<file path="config.mk">
export PLATFORM = sky130hd
export DESIGN_NAME = escaped_frame_receiver_crc8
export DESIGN_NICKNAME = d
export VERILOG_FILES = /design/src/rtl/efrc8_pkg.sv /design/src/rtl/escaped_frame_receiver_crc8.sv
export SDC_FILE = /design/constraint.sdc
export NUM_CORES = 1
export LEC_CHECK = 0
export BUFFER_PORTS_ARGS = -buffer_cell sky130_fd_sc_hd__buf_4
export CORE_ASPECT_RATIO = 1.5
export CORE_MARGIN = 3
export CORE_UTILIZATION = 35
export CTS_CLUSTER_DIAMETER = 80
export DETAILED_ROUTE_END_ITERATION = 8
export PLACE_DENSITY = 0.56
export SLEW_MARGIN = 20
export SYNTH_ARGS = -nofsm -noshare
export SYNTH_HDL_FRONTEND = slang
export SYNTH_SLANG_ARGS = --single-unit
</file>
<file path="constraint.sdc">
create_clock -name i_clk -period 5.3 [get_ports i_clk]
set_input_delay 0.53 -clock i_clk [delete_from_list [all_inputs] [get_ports i_clk]]
set_output_delay 0.53 -clock i_clk [all_outputs]
set_load 0.01 [all_outputs]
</file>
<file path="src/rtl/efrc8_pkg.sv">
`default_nettype none
// ----------------------------------------------------------------------------
// efrc8_pkg
// Shared constants, result codes and the CRC-8 byte step for the escaped
// frame receiver.
// ----------------------------------------------------------------------------
package efrc8_pkg;

    localparam int STORE_DEPTH = 32;

    localparam int CFG_IDX_W  = 3;
    localparam int CFG_DATA_W = 16;
    localparam int LEN_W      = 6;
    localparam int KIND_W     = 2;
    localparam int S_DATA_W   = 24;
    localparam int M_DATA_W   = 16;

    // Register indexes of the configuration port.
    localparam logic [CFG_IDX_W-1:0] REG_START_BYTE    = 3'd0;
    localparam logic [CFG_IDX_W-1:0] REG_END_BYTE      = 3'd1;
    localparam logic [CFG_IDX_W-1:0] REG_ESCAPE_BYTE   = 3'd2;
    localparam logic [CFG_IDX_W-1:0] REG_CRC_PRESET    = 3'd3;
    localparam logic [CFG_IDX_W-1:0] REG_TIMEOUT_TICKS = 3'd4;

    localparam logic [7:0]  START_BYTE_RST    = 8'hA1;
    localparam logic [7:0]  END_BYTE_RST      = 8'hA2;
    localparam logic [7:0]  ESCAPE_BYTE_RST   = 8'hA3;
    localparam logic [7:0]  CRC_PRESET_RST    = 8'h00;
    localparam logic [15:0] TIMEOUT_TICKS_RST = 16'd1000;

    localparam logic [7:0] ESCAPE_OR_MASK = 8'hA0;
    localparam logic [7:0] CRC_POLY       = 8'h07;

    // Result kinds.
    localparam logic [KIND_W-1:0] KIND_PAYLOAD  = 2'd0;
    localparam logic [KIND_W-1:0] KIND_EMPTY    = 2'd1;
    localparam logic [KIND_W-1:0] KIND_CRC_BAD  = 2'd2;
    localparam logic [KIND_W-1:0] KIND_OVERFLOW = 2'd3;

    // One byte through the CRC-8 register, MSB first, no reflection.
    function automatic logic [7:0] crc8_byte(input logic [7:0] crc_in,
                                             input logic [7:0] data);
        logic [7:0] c;
        c = crc_in ^ data;
        for (int b = 0; b < 8; b++) begin
            if (c[7]) begin
                c = {c[6:0], 1'b0} ^ CRC_POLY;
            end else begin
                c = {c[6:0], 1'b0};
            end
        end
        return c;
    endfunction

endpackage
`default_nettype wire

</file>
<file path="src/rtl/escaped_frame_receiver_crc8.sv">
`default_nettype none
// ----------------------------------------------------------------------------
// escaped_frame_receiver_crc8
// Byte-stuffed frame receiver with CRC-8 check and a tick-driven timeout.
// ----------------------------------------------------------------------------
// A user should know first: the block takes one transaction at a time on the
// slave side. After a tick report (tuser = 1) the block is ready again, and
// after a received byte (tuser = 0) too, unless the byte ends a frame or
// overflows the store. An end byte with a non-empty store starts the CRC
// sequencer, which folds one stored byte per cycle through the package's
// CRC-8 byte step (one frame store read per cycle), and a good frame then
// streams its payload out at one byte per cycle while the master side keeps
// tready high. Flag results (overflow, CRC mismatch, good empty frame) go out
// through the output register. The output register lets the next slave
// transaction be accepted while the last result still waits on the master
// side. The frame store has no reset.
// ----------------------------------------------------------------------------
module escaped_frame_receiver_crc8 #(
    parameter int STORE_DEPTH = efrc8_pkg::STORE_DEPTH
) (
    input  wire                                 i_clk,
    input  wire                                 i_rst_n,
    // Configuration write port.
    input  wire                                 i_cfg_we,
    input  wire  [efrc8_pkg::CFG_IDX_W-1:0]     i_cfg_addr,
    input  wire  [efrc8_pkg::CFG_DATA_W-1:0]    i_cfg_data,
    // Slave side.
    input  wire                                 i_s_tvalid,
    output logic                                o_s_tready,
    input  wire  [efrc8_pkg::S_DATA_W-1:0]      i_s_tdata,  // rx_byte[7:0], elapsed_ticks[23:8]
    input  wire                                 i_s_tuser,  // cmd
    // Master side.
    output logic                                o_m_tvalid,
    input  wire                                 i_m_tready,
    output logic [efrc8_pkg::M_DATA_W-1:0]      o_m_tdata,  // payload_byte[7:0], frame_length[13:8]
    output logic [efrc8_pkg::KIND_W-1:0]        o_m_tuser,  // kind
    output logic                                o_m_tlast   // last
);

    localparam int AW = (STORE_DEPTH > 1) ? $clog2(STORE_DEPTH) : 1;
    localparam int CW = $clog2(STORE_DEPTH + 1);
    localparam int LW = efrc8_pkg::LEN_W;
    localparam int KW = efrc8_pkg::KIND_W;

    // Sequencer states.
    localparam logic [1:0] S_IDLE = 2'd0;
    localparam logic [1:0] S_CRC  = 2'd1;
    localparam logic [1:0] S_EMIT = 2'd2;
    localparam logic [1:0] S_FLAG = 2'd3;

    // Receiver modes.
    localparam logic [1:0] M_IDLE   = 2'd0;
    localparam logic [1:0] M_RECV   = 2'd1;
    localparam logic [1:0] M_ESCAPE = 2'd2;
    localparam logic [1:0] M_END    = 2'd3;

    // Configuration registers.
    logic [7:0]  r_start_byte;
    logic [7:0]  r_end_byte;
    logic [7:0]  r_escape_byte;
    logic [7:0]  r_crc_preset;
    logic [15:0] r_timeout_ticks;

    always_ff @(posedge i_clk) begin
        if (!i_rst_n) begin
            r_start_byte    <= efrc8_pkg::START_BYTE_RST;
            r_end_byte      <= efrc8_pkg::END_BYTE_RST;
            r_escape_byte   <= efrc8_pkg::ESCAPE_BYTE_RST;
            r_crc_preset    <= efrc8_pkg::CRC_PRESET_RST;
            r_timeout_ticks <= efrc8_pkg::TIMEOUT_TICKS_RST;
        end else if (i_cfg_we) begin
            unique case (i_cfg_addr)
                efrc8_pkg::REG_START_BYTE:    r_start_byte    <= i_cfg_data[7:0];
                efrc8_pkg::REG_END_BYTE:      r_end_byte      <= i_cfg_data[7:0];
                efrc8_pkg::REG_ESCAPE_BYTE:   r_escape_byte   <= i_cfg_data[7:0];
                efrc8_pkg::REG_CRC_PRESET:    r_crc_preset    <= i_cfg_data[7:0];
                efrc8_pkg::REG_TIMEOUT_TICKS: r_timeout_ticks <= i_cfg_data;
                default: ;
            endcase
        end
    end

    // Control and working registers.
    logic [1:0]    r_state, n_state;
    logic [1:0]    r_mode, n_mode;
    logic [CW-1:0] r_count, n_count;
    logic [15:0]   r_timeout, n_timeout;
    logic [AW-1:0] r_idx, n_idx;
    logic [AW-1:0] r_len, n_len;
    logic [7:0]    r_crc, n_crc;
    logic [KW-1:0] r_flag_kind, n_flag_kind;

    // Output register.
    logic          r_out_valid, n_out_valid;
    logic [KW-1:0] r_out_kind, n_out_kind;
    logic [7:0]    r_out_byte, n_out_byte;
    logic [LW-1:0] r_out_len, n_out_len;
    logic          r_out_last, n_out_last;

    // Frame store.
    logic [7:0]    r_store [STORE_DEPTH];
    logic [7:0]    r_rd_data;
    logic [AW-1:0] n_rd_addr;
    logic          n_wr_en;
    logic [AW-1:0] n_wr_addr;
    logic [7:0]    n_wr_data;

    always_ff @(posedge i_clk) begin
        if (n_wr_en) begin
            r_store[n_wr_addr] <= n_wr_data;
        end
        r_rd_data <= r_store[n_rd_addr];
    end

    logic          s_accept;
    logic          out_free;
    logic [7:0]    rx_byte;
    logic [15:0]   elapsed;
    logic [CW-1:0] count_dec;
    logic [AW-1:0] idx_inc;

    assign o_s_tready = (r_state == S_IDLE);
    assign s_accept   = i_s_tvalid && o_s_tready;
    assign out_free   = !r_out_valid || i_m_tready;
    assign rx_byte    = i_s_tdata[7:0];
    assign elapsed    = i_s_tdata[23:8];
    assign count_dec  = r_count - CW'(1);
    assign idx_inc    = r_idx + AW'(1);

    always_comb begin
        n_state     = r_state;
        n_mode      = r_mode;
        n_count     = r_count;
        n_timeout   = r_timeout;
        n_idx       = r_idx;
        n_len       = r_len;
        n_crc       = r_crc;
        n_flag_kind = r_flag_kind;
        n_out_valid = r_out_valid && !i_m_tready;
        n_out_kind  = r_out_kind;
        n_out_byte  = r_out_byte;
        n_out_len   = r_out_len;
        n_out_last  = r_out_last;
        n_rd_addr   = '0;
        n_wr_en     = 1'b0;
        n_wr_addr   = r_count[AW-1:0];
        n_wr_data   = rx_byte;

        unique case (r_state)
            S_IDLE: begin
                if (s_accept) begin
                    if (i_s_tuser) begin
                        // Tick report: count the timeout down.
                        if (r_timeout != 16'd0) begin
                            if (r_timeout > elapsed) begin
                                n_timeout = r_timeout - elapsed;
                            end else begin
                                n_timeout = 16'd0;
                                n_mode    = M_IDLE;
                                n_count   = '0;
                            end
                        end
                    end else if (r_mode == M_IDLE && rx_byte != r_start_byte) begin
                        // Line noise between frames is dropped.
                    end else if (r_count >= CW'(STORE_DEPTH)) begin
                        n_mode      = M_IDLE;
                        n_count     = '0;
                        n_flag_kind = efrc8_pkg::KIND_OVERFLOW;
                        n_state     = S_FLAG;
                    end else begin
                        n_timeout = r_timeout_ticks;
                        priority if (rx_byte == r_start_byte) begin
                            n_count = '0;
                            n_mode  = M_RECV;
                        end else if (rx_byte == r_end_byte) begin
                            n_mode = M_END;
                            if (r_count == '0) begin
                                n_mode      = M_IDLE;
                                n_flag_kind = efrc8_pkg::KIND_CRC_BAD;
                                n_state     = S_FLAG;
                            end else begin
                                // The last stored byte is the CRC; check the rest.
                                n_len     = count_dec[AW-1:0];
                                n_idx     = '0;
                                n_crc     = r_crc_preset;
                                n_rd_addr = '0;
                                n_state   = S_CRC;
                            end
                        end else if (rx_byte == r_escape_byte) begin
                            n_mode = M_ESCAPE;
                        end else if (r_mode == M_ESCAPE) begin
                            n_wr_en   = 1'b1;
                            n_wr_data = rx_byte | efrc8_pkg::ESCAPE_OR_MASK;
                            n_count   = r_count + CW'(1);
                            n_mode    = M_RECV;
                        end else if (r_mode == M_RECV) begin
                            n_wr_en = 1'b1;
                            n_count = r_count + CW'(1);
                        end else begin
                            // Ordinary byte after a completed frame.
                            n_mode  = M_IDLE;
                            n_count = '0;
                        end
                    end
                end
            end

            S_CRC: begin
                // r_rd_data holds store[r_idx].
                if (r_idx == r_len) begin
                    n_rd_addr = '0;
                    if (r_crc != r_rd_data) begin
                        n_mode      = M_IDLE;
                        n_count     = '0;
                        n_flag_kind = efrc8_pkg::KIND_CRC_BAD;
                        n_state     = S_FLAG;
                    end else begin
                        n_count = CW'(r_len);
                        n_idx   = '0;
                        if (r_len == '0) begin
                            n_flag_kind = efrc8_pkg::KIND_EMPTY;
                            n_state     = S_FLAG;
                        end else begin
                            n_state = S_EMIT;
                        end
                    end
                end else begin
                    n_crc     = efrc8_pkg::crc8_byte(r_crc, r_rd_data);
                    n_idx     = idx_inc;
                    n_rd_addr = idx_inc;
                end
            end

            S_EMIT: begin
                // r_rd_data holds store[r_idx]; advance only when the output
                // register takes it, else read the same entry again.
                n_rd_addr = r_idx;
                if (out_free) begin
                    n_out_valid = 1'b1;
                    n_out_kind  = efrc8_pkg::KIND_PAYLOAD;
                    n_out_byte  = r_rd_data;
                    n_out_len   = LW'(r_len);
                    n_out_last  = (idx_inc == r_len);
                    n_idx       = idx_inc;
                    n_rd_addr   = idx_inc;
                    if (idx_inc == r_len) begin
                        n_state = S_IDLE;
                    end
                end
            end

            S_FLAG: begin
                if (out_free) begin
                    n_out_valid = 1'b1;
                    n_out_kind  = r_flag_kind;
                    n_out_byte  = 8'd0;
                    n_out_len   = '0;
                    n_out_last  = 1'b1;
                    n_state     = S_IDLE;
                end
            end

            default: n_state = S_IDLE;
        endcase
    end

    always_ff @(posedge i_clk) begin
        if (!i_rst_n) begin
            r_state     <= S_IDLE;
            r_mode      <= M_IDLE;
            r_count     <= '0;
            r_timeout   <= 16'd0;
            r_out_valid <= 1'b0;
        end else begin
            r_state     <= n_state;
            r_mode      <= n_mode;
            r_count     <= n_count;
            r_timeout   <= n_timeout;
            r_out_valid <= n_out_valid;
        end
    end

    always_ff @(posedge i_clk) begin
        r_idx       <= n_idx;
        r_len       <= n_len;
        r_crc       <= n_crc;
        r_flag_kind <= n_flag_kind;
        r_out_kind  <= n_out_kind;
        r_out_byte  <= n_out_byte;
        r_out_len   <= n_out_len;
        r_out_last  <= n_out_last;
    end

    assign o_m_tvalid = r_out_valid;
    assign o_m_tdata  = {{(efrc8_pkg::M_DATA_W - 8 - LW){1'b0}}, r_out_len, r_out_byte};
    assign o_m_tuser  = r_out_kind;
    assign o_m_tlast  = r_out_last;

endmodule
`default_nettype wire
</file>
=== Word level (Yosys, flattened, before mapping) ===
Memories as Yosys holds them, arrays and structs flattened. A register that Yosys moved wholly into a read port is not among the register bits.
Index checks and enable logic that the tools add are counted.

* Register bits after elaboration: 112
* Memory bits (writable): 256
* Word-level logic and storage cells: 249
* Memories: 1

{| class="wikitable"
|+ Memories
! memory !! words !! bits a word !! rd ports !! clocked after Yosys merged registers in !! write ports !! line !! RTL
|-
| r_store || 32 || 8 || 1 || 1 || 1 || escaped_frame_receiver_crc8.sv:101 || <nowiki>logic [7:0] r_store [STORE_DEPTH];</nowiki>
|}

* Add/sub/neg operators: 4
* Order comparisons: 2
* Eq/ne operators: 43
* Muxes and demuxes: 137
* Bitwise operators: 14
* Reductions and logical operators: 30

{| class="wikitable"
|+ Operators by type and width
! cell !! count
|-
| $mux 8 || 33
|-
| $mux 6 || 14
|-
| $mux 16 || 5
|-
| $mux 2 || 36
|-
| $mux 5 || 12
|-
| $reduce_and 9->1 || 4
|-
| $pmux 8 s2 || 2
|-
| $ne 2x2->1 const B || 13
|-
| $eq 8x8->1 || 3
|-
| $mux 3 || 8
|-
| $not 3->3 || 8
|-
| $pmux 6 s2 || 2
|-
| $reduce_and 8->1 || 3
|-
| $mux 1 || 18
|-
| $gt 16x16->1 || 1
|-
| $ne 8x8->1 || 2
|-
| $reduce_bool 16->1 || 1
|-
| $sub 16x16->16 || 1
|-
| $ne 3x3->1 const B || 5
|-
| $pmux 5 s3 || 1
|-
| $pmux 2 s2 || 3
|-
| $eq 5x5->1 || 2
|-
| $ne 5x5->1 const B || 2
|-
| $pmux 5 s2 || 1
|-
| other kinds (30) || 50
|}

=== Longest topological paths before layout ===
Gate-level depths: netlist (run 1).

* Depth in word-level cells: 33
* Mapped depth: 13
* Gate-level depth less buffers: 12

=== Worst setup path before layout (run 1) ===
No wires, ideal clock.

* Path kind: input to register
* Start: input i_s_tdata[8] (netlist name)
* End: register r_timeout[14]
* Data arrival time: 2.745 ns
* Setup slack: 2.481 ns
* Cell stages on the path: 11
* Buffers on the path: 0
* Cell sequence: ha_1 inv_1 fa_1 a21oi_2 o21ai_2 a2111oi_4 nor3_1 or2_1 or4_1 a31o_1 o211ai_2

* Word-level cells in the longest chain between the ends: 4
* Elaborated cells between the ends (all ways): 5
* Classes of those cells: 1 x add/sub; 1 x order compare; 3 x mux

{| class="wikitable"
|+ RTL lines
! element !! line !! RTL
|-
| from (decl) || escaped_frame_receiver_crc8.sv:30 || <nowiki>input wire [efrc8_pkg::S_DATA_W-1:0] i_s_tdata,</nowiki>
|-
| $sub 16x16->16 / $gt 16x16->1 (equally long branches) || escaped_frame_receiver_crc8.sv:156, escaped_frame_receiver_crc8.sv:155 ||
|-
| $mux 16 * || escaped_frame_receiver_crc8.sv:155 || <nowiki>if (r_timeout > elapsed) begin</nowiki>
|-
| $mux 16 * || escaped_frame_receiver_crc8.sv:154 || <nowiki>if (r_timeout != 16'd0) begin</nowiki>
|-
| $mux 16 * || escaped_frame_receiver_crc8.sv:152 || <nowiki>if (i_s_tuser) begin</nowiki>
|-
| to (signal assigned) || escaped_frame_receiver_crc8.sv:278 || <nowiki>r_timeout <= n_timeout;</nowiki>
|-
| to (decl) || escaped_frame_receiver_crc8.sv:87 || <nowiki>logic [15:0] r_timeout, n_timeout;</nowiki>
|}

Every way passes the cells marked *; elsewhere a longest branch is shown, timed or not. The select of a mux whose other input is x is not followed.
A chain may end at the register's enable or synchronous reset.

=== Worst setup path after layout (run 1) ===
* Start: register r_state[1]
* End: register r_rd_data[1] (read register of r_store)

* Word-level cells in the longest chain between the ends: 2
* Elaborated cells between the ends (all ways): 3
* Classes of those cells: 2 x eq/ne; 1 x mux

{| class="wikitable"
|+ RTL lines
! element !! line !! RTL
|-
| from (decl) || escaped_frame_receiver_crc8.sv:84 || <nowiki>logic [1:0] r_state, n_state;</nowiki>
|-
| from (signal assigned) || escaped_frame_receiver_crc8.sv:275 || <nowiki>r_state <= n_state;</nowiki>
|-
| $eq 2x2->1 / $eq 2x1->1 (equally long branches) || escaped_frame_receiver_crc8.sv:149 || <nowiki>unique case (r_state)</nowiki>
|-
| $pmux 5 s2 * || escaped_frame_receiver_crc8.sv:149 ||
|-
| to (decl) || escaped_frame_receiver_crc8.sv:102 || <nowiki>logic [7:0] r_rd_data;</nowiki>
|}

Every way passes the cells marked *; elsewhere a longest branch is shown, timed or not.

==> results by group, run 1 <==
Outcome
  – Outcome: complete, no violations

Yosys
  – Share of the synthesized area in the top cell type: 0.518
  – Warnings from Yosys: 0
  – Avg Inst Size Synth: ~13 um2
  – EDFF count, synth: 292
  – Portion of the post-synthesis area used by sequential elements: 0.616
  – Flip-flop and latch count after synthesis: 375
  – Most area-hungry cell type in the Yosys netlist: edfxtp_1
  – Unique cell type count in the Yosys netlist: 88
  – Prevailing post-synth register cell: edfxtp_1
  – Post-Syn Instances: roughly 1300
  – Share of synthesized registers carrying an async set or reset: 0
  – Synth area leaders: edfxtp_1 (52%), dfxtp_1 (9.8%), mux2i_1 (8.8%)
  – Mapped Area: ~17000 um2

Worst setup path
  – Type of element launching the critical path: register
  – Kind of cell adding the most delay to the critical path: simple AND/OR/NAND/NOR gates
  – Worst path most repeated cell: inv_1
  – Largest fanout on the critical path: 27
  – Slowest cell on the critical path: nor4_1
  – Delay of the slowest cell on the worst path: 880 ps
  – Required time at the worst-slack endpoint: between 5000 and 6000 ps
  – Worst Path Buf+Inv: 3
  – Path type of the worst setup path: reg2reg
  – Endpoint class of the critical path: register
  – Signal arrival time at the worst endpoint: 4660 ps
  – Critical path, cell by cell: inv_1 > ha_1 > inv_1 > a211o_1 > a21o_1 > buf_4 > nand4_2 > o22ai_1 > nor4_1 > nand3_1

Die
  – Die height: about 280 um
  – Core Rows: 98
  – I/O pin cnt: 70
  – Initial Util: 0.355
  – DIE AREA: slightly above 50000 um2
  – Horizontal die dimension: 186 um
  – Core Box Area: between 40000 and 50000 um2

Pwr
  – Switching portion of total power: 0.293
  – Sequential share of power: 0.438
  – Maximum vdd ir drop: ~270 uV
  – Portion of total power attributed to combinational logic: 0.226
  – P_int: 5670 uW
  – Psw: 2350 uW
  – Clock share of power: 0.336
  – Total power: ~8000 uW
  – Total power divided by cell area: about 420 nW/um2
  – Leakage power: 0.00744 uW

CTS
  – Buffer cell driving the clock tree root: clkbuf_16
  – Maximum clock insertion buffer count: 3
  – Total of cells resized after clock tree synthesis: 0
  – Clock H-tree levels: 2
  – Clock latency on the worst-skew pair: roughly 540 ps
  – Number of setup buffers added after CTS: 0
  – CTS hold repair buffers: 0
  – Number of buffers added by the clock tree synthesis step: 36
  – Clock tree from TritonCTS: done
  – CTS sink cnt: 375
  – Clock-pin transition on the worst setup and hold timing paths: around 60 ps

Cells and area
  – Share of layout cells above drive strength 1: 0.122
  – Finished Core Util: 0.401
  – Final design area excluding fillers: between 15000 and 20000 um2
  – Fill cell count: ~4400
  – Diode count: 0
  – Footprint of the multi-input gates: approximately 6000 um2
  – Area growth from synthesis to layout: 13.1%
  – Final Net Count: 1470
  – FF+latch area: 10400 um2

Detailed routing
  – Post-route antenna net violation count: 0
  – Overall routed net length: ~43000 um
  – Final routed wire length divided by cell count: between 20 and 25 um
  – Drt drc: 0
  – Highest metal layer with signal wires: met4
  – Via density per instance: ~5.3
  – Detailed-route wire length on metal 1: approximately 16000 um
  – Routed met2 length: about 23000 um
  – Total length of routed met3 wires: roughly 1700 um
  – 1st-iter DRT viols: 626
  – Pre-Repair DR Iteration Count: 7
  – Vias: about 11000

GRT
  – Initial antenna violation count: 0
  – Global-route total usage across every layer: 0.166
  – Number of global-route vias before repair: around 11000
  – Total overflow reported by the global router: 0
  – Pin count of the biggest net entering global routing: between 70 and 80
  – Global-route wire length before repair: between 60000 and 70000 um

STA
  – Final period utilization: 0.815
  – Hold Vio Cnt, Final: 0
  – Finish-stage setup viols: 0
  – RSZ-0062 raised after global routing: no
  – Max_slew headroom: 0.320
  – Fmax: between 200 and 250 MHz
  – Slew at the pin closest to its max-slew limit: between 1000 and 1500 ps
  – Clk_skew: between 10 and 15 ps
  – Worst-case setup margin in the final layout: 981 ps
  – Pins Over Slew Limit: 0
  – Post-route minimum period: around 4300 ps
  – TNS Setup: 0 ps

Placement
  – Setup Slack @ Placement: between 900 and 1000 ps
  – GPL Wtd Cong: 0.859
  – HPWL after DPL: ~30000 um
  – Count of buffers inserted at the top-level ports: 66
  – Post-Place Cell Area: around 18000 um2

Run
  – Max-Cap Viols: 0

Hold path
  – Min-delay worst type: in2reg
cell usage after synthesis, types with 4 or more instances:
cell type,instances
nand4_1,9
o21a_1,5
nand3b_1,4
a22oi_1,13
or3_1,6
nor4_1,12
nor3_1,12
nor2_1,76
o21ai_0,23
edfxtp_1,292
nand2b_1,6
a21oi_1,60
buf_4,14
a32oi_1,18
buf_2,10
inv_1,42
xnor2_1,45
ha_1,33
a31oi_1,7
nand4_2,6
nor2b_1,20
and2_1,7
a211oi_1,10
o22ai_1,33
xor2_1,17
nand2_1,159
clkbuf_1,26
and3_1,4
nand3_1,35
buf_6,7
dfxtp_1,83
mux2i_1,148
power by group through the flow:
stage               registers, uW  clock network (uW)  logic [uW]
floorplan                    3510                   0        1340
detailed placement           3580                   0        1810
global route                 3520                2860        1980
finish                       3510                2700        1810
CTS                          3520                2760        1820
global placement             3580                   0        1800
flip-flops by register name (all words and copies together) (netlist names), 5 cells and up:
| register | flops |
|---|---|
| r_store | 256 |
| r_timeout | 16 |
| r_timeout_ticks | 16 |
| r_crc | 8 |
| r_crc_preset | 8 |
| r_end_byte | 8 |
| r_escape_byte | 8 |
| r_out_byte | 8 |
| r_rd_data | 8 |
| r_start_byte | 8 |
| r_count | 6 |
| r_idx | 5 |
| r_len | 5 |
| r_out_len | 5 |
tightest hold or removal path, stage by stage:
cell and delay, ps:
buf_4 70, nand2_1 40, nand3_1 60
metal layers:
metal  vias to the layer above  GRT usage
met1                      5287      0.184
met2                       290      0.311
met3                       101     0.0189
li1                       5060          -
met4                         0     0.0839
met5                         -          0
layout make-up:
type	count	share of cell area
inverter	46	0.00921
tap	600	0.0392
sequential	375	0.545
clock inverter	20	0.0137
multi-input combinational	853	0.312
clock buffer	46	0.0512
timing repair buffer	75	0.0301
cells by family (layout without fill, tap and decap cells):
kind of cell,Yosys count,after routing,share of synthesized area
AOI/OAI and AO/OA,222,222,0.0934
xor gates and xnor gates,64,64,0.0340
adders and majority gates,34,34,0.0256
buffers and inverters,107,187,0.0319
DFF,375,375,0.616
muxes,151,151,0.0895
other,1,3,0.000222
and+or+nand+nor,379,379,0.109
per-stage QoR:
step | std cells | hold slack [ps]
3_3_place_gp | 1949 | 446
3_5_place_dp | 1949 | 449
2_1_floorplan | 1335 | 434
5_1_grt | 2015 | 197
6_report | 2015 | 204
4_1_cts | 2015 | 178
placed cells by master (no fill, tap or decap), types with 19 or more instances in the layout:
cell / n
edfxtp_1: 292
nand2_1: 159
mux2i_1: 148
dfxtp_1: 83
nor2_1: 76
buf_4: 74
a21oi_1: 60
xnor2_1: 45
inv_1: 42
clkbuf_16: 37
nand3_1: 35
o22ai_1: 33
ha_1: 33
o21ai_0: 23
nor2b_1: 19
worst paths after layout:
kind / slack (ps) / cells past startpoint / startpoint / to
max: 980 / 10 / r_state[1] / r_rd_data[1]
min: 200 / 3 / i_cfg_data[9] / r_timeout_ticks[9]
max reg2reg: 980 / 10 / r_state[1] / r_rd_data[1]
min reg2reg: 450 / 2 / r_timeout_ticks[0] / r_timeout_ticks[0]
(Power assumes the default switching activity.)
==> run 2: changes to the inputs <==
==> constraint.sdc (replaced) <==
create_clock -name i_clk -period 4.2 [get_ports i_clk]
set_input_delay 0.42 -clock i_clk [delete_from_list [all_inputs] [get_ports i_clk]]
set_output_delay 0.42 -clock i_clk [all_outputs]
set_load 0.01 [all_outputs]
==> results by group, run 2 (synthesis gave the netlist of run 1 again) <==
Die
  – Core Rows: 98
  – I/O pin cnt: 70
  – Core Box Area: around 48000 um2
  – Initial Util: 0.355
  – Horizontal die dimension: about 190 um
  – Die height: around 280 um
  – DIE AREA: roughly 51000 um2

STA
  – Pins Over Slew Limit: 0
  – Worst-case setup margin in the final layout: approximately 360 ps
  – TNS Setup: 0 ps
  – Fmax: between 200 and 300 MHz
  – Final period utilization: 0.913
  – Slew at the pin closest to its max-slew limit: 998 ps
  – Clk_skew: roughly 29 ps
  – Hold Vio Cnt, Final: 0
  – Max_slew headroom: 0.334
  – RSZ-0062 raised after global routing: no
  – Finish-stage setup viols: 0
  – Post-route minimum period: approximately 3800 ps

Cells and area
  – Most common cell after layout, fill and taps aside: edfxtp_1
  – Commonest cells after routing, fill and taps aside: edfxtp_1 (292), nand2_1 (159), mux2i_1 (148)
  – Non-Filler Instances: just over 2000
  – Final Net Count: 1491
  – Flip-flop count of the largest register after layout: between 200 and 300
  – Share of layout cells above drive strength 1: 0.131
  – Finished Core Util: 0.402
  – Area growth from synthesis to layout: 13.3%
  – Most flops, register: r_store
  – Biggest registers after layout: r_store x256, r_timeout x16, r_timeout_ticks x16
  – Final design area excluding fillers: approximately 19000 um2
  – Diode count: 0

Detailed routing
  – 1st-iter DRT viols: between 700 and 800
  – Vias: between 10000 and 15000
  – Post-route antenna net violation count: 0
  – Pre-Repair DR Iteration Count: 4
  – Drt drc: 0
  – Via density per instance: about 5.2
  – Final routed wire length divided by cell count: ~22 um
  – Overall routed net length: roughly 44000 um

CTS
  – Clock H-tree levels: 2
  – Clock tree from TritonCTS: done
  – Number of buffers added by the clock tree synthesis step: 36
  – Buffer cell driving the clock tree root: clkbuf_16
  – Number of setup buffers added after CTS: 0
  – Clock-pin transition on the worst setup and hold timing paths: about 70 ps
  – Maximum clock insertion buffer count: 3
  – Clock latency on the worst-skew pair: roughly 540 ps
  – CTS hold repair buffers: 0
  – CTS sink cnt: between 300 and 400
  – Total of cells resized after clock tree synthesis: 0

GRT
  – Total overflow reported by the global router: 0
  – Initial antenna violation count: 0
  – Global-route wire length before repair: between 60000 and 70000 um
  – Pin count of the biggest net entering global routing: 74
  – Number of global-route vias before repair: about 11000
  – Global-route total usage across every layer: 0.171

Worst setup path
  – Delay of the slowest cell on the worst path: roughly 690 ps
  – Required time at the worst-slack endpoint: roughly 4600 ps
  – Worst path most repeated cell: buf_4
  – Endpoint class of the critical path: register
  – Path type of the worst setup path: reg2reg
  – Signal arrival time at the worst endpoint: between 4000 and 5000 ps
  – Largest fanout on the critical path: 73
  – Type of element launching the critical path: register
  – Slowest cell on the critical path: nor4_1
  – Critical path, cell by cell: ha_1 > and2_1 > a31oi_1 > o211ai_1 > o21bai_4 > buf_12 > buf_4 > mux2i_1 > o22ai_1 > nor4_1 > buf_4 > nand3_1
  – Internal reg-to-reg setup slack: between 300 and 400 ps

Placement
  – Post-Place Cell Area: about 18000 um2
  – Setup Slack @ Placement: between 400 and 500 ps
  – Count of buffers inserted at the top-level ports: 66
  – Dpl cells: ~2000
  – GPL Wtd Cong: 0.937
  – HPWL after DPL: 31200 um

Pwr
  – Total power divided by cell area: roughly 500 nW/um2
  – Maximum vdd ir drop: about 380 uV
  – Sequential share of power: 0.453
  – Portion of total power attributed to combinational logic: 0.234
  – Leakage power: between 0.007 and 0.008 uW
  – Switching portion of total power: 0.299
  – P_int: roughly 7000 uW
  – Psw: approximately 2900 uW
  – Clock share of power: 0.313

Outcome
  – Outcome: complete, no violations

Run
  – Max-Cap Viols: 0

Hold path
  – Min-delay worst type: in2reg
## run 2: area by class of cell
type                       count  area, um2
clock inverter                18        121
tap                          600        751
sequential                   375      10400
fill                        4456      28500
clock buffer                  48        981
multi-input combinational    853       5960
inverter                      46        176
timing repair buffer          96        746
## run 2: metrics by stage
step,hold WS (ps),power (uW)
after floorplan,434,6130
after global placement,447,6850
final,111,9850
after detailed placement,445,6840
after global routing,125,10300
after CTS,89.7,9940
## run 2: path summary, 6_finish.rpt
check	from	end	depth (start not counted)
min	i_cfg_data[8]	r_timeout_ticks[8]	3
min reg2reg	r_crc_preset[3]	r_crc_preset[3]	2
max reg2reg	r_idx[0]	r_rd_data[6]	12
max	r_idx[0]	r_rd_data[6]	12
## run 2: metal layers
layer / vias up / part of all wire / wire, um / track usage
li1: 5108 / - / - / -
met1: 5180 / 0.38 / 16900 / 0.193
met2: 269 / 0.53 / 23400 / 0.317
met3: 98 / 0.033 / 1470 / 0.0190
met4: 0 / 0.052 / 2300 / 0.0814
met5: - / 0 / 0 / 0
## run 2: critical path, delay by kind of cell (launching register included)
kind | cells | cell delay (ps)
flops | 1 | 500
compound gates | 4 | 500
buf+inv | 3 | 910
fa+ha+maj | 1 | 330
simple gates | 3 | 1040
mux | 1 | 250
## run 2: power by group through the flow
stage	clock network [uW]	registers, uW	logic (uW)
CTS	3150	4460	2320
finish	3080	4460	2310
detailed placement	0	4540	2300
floorplan	0	4430	1700
global route	3290	4470	2530
global placement	0	4540	2310
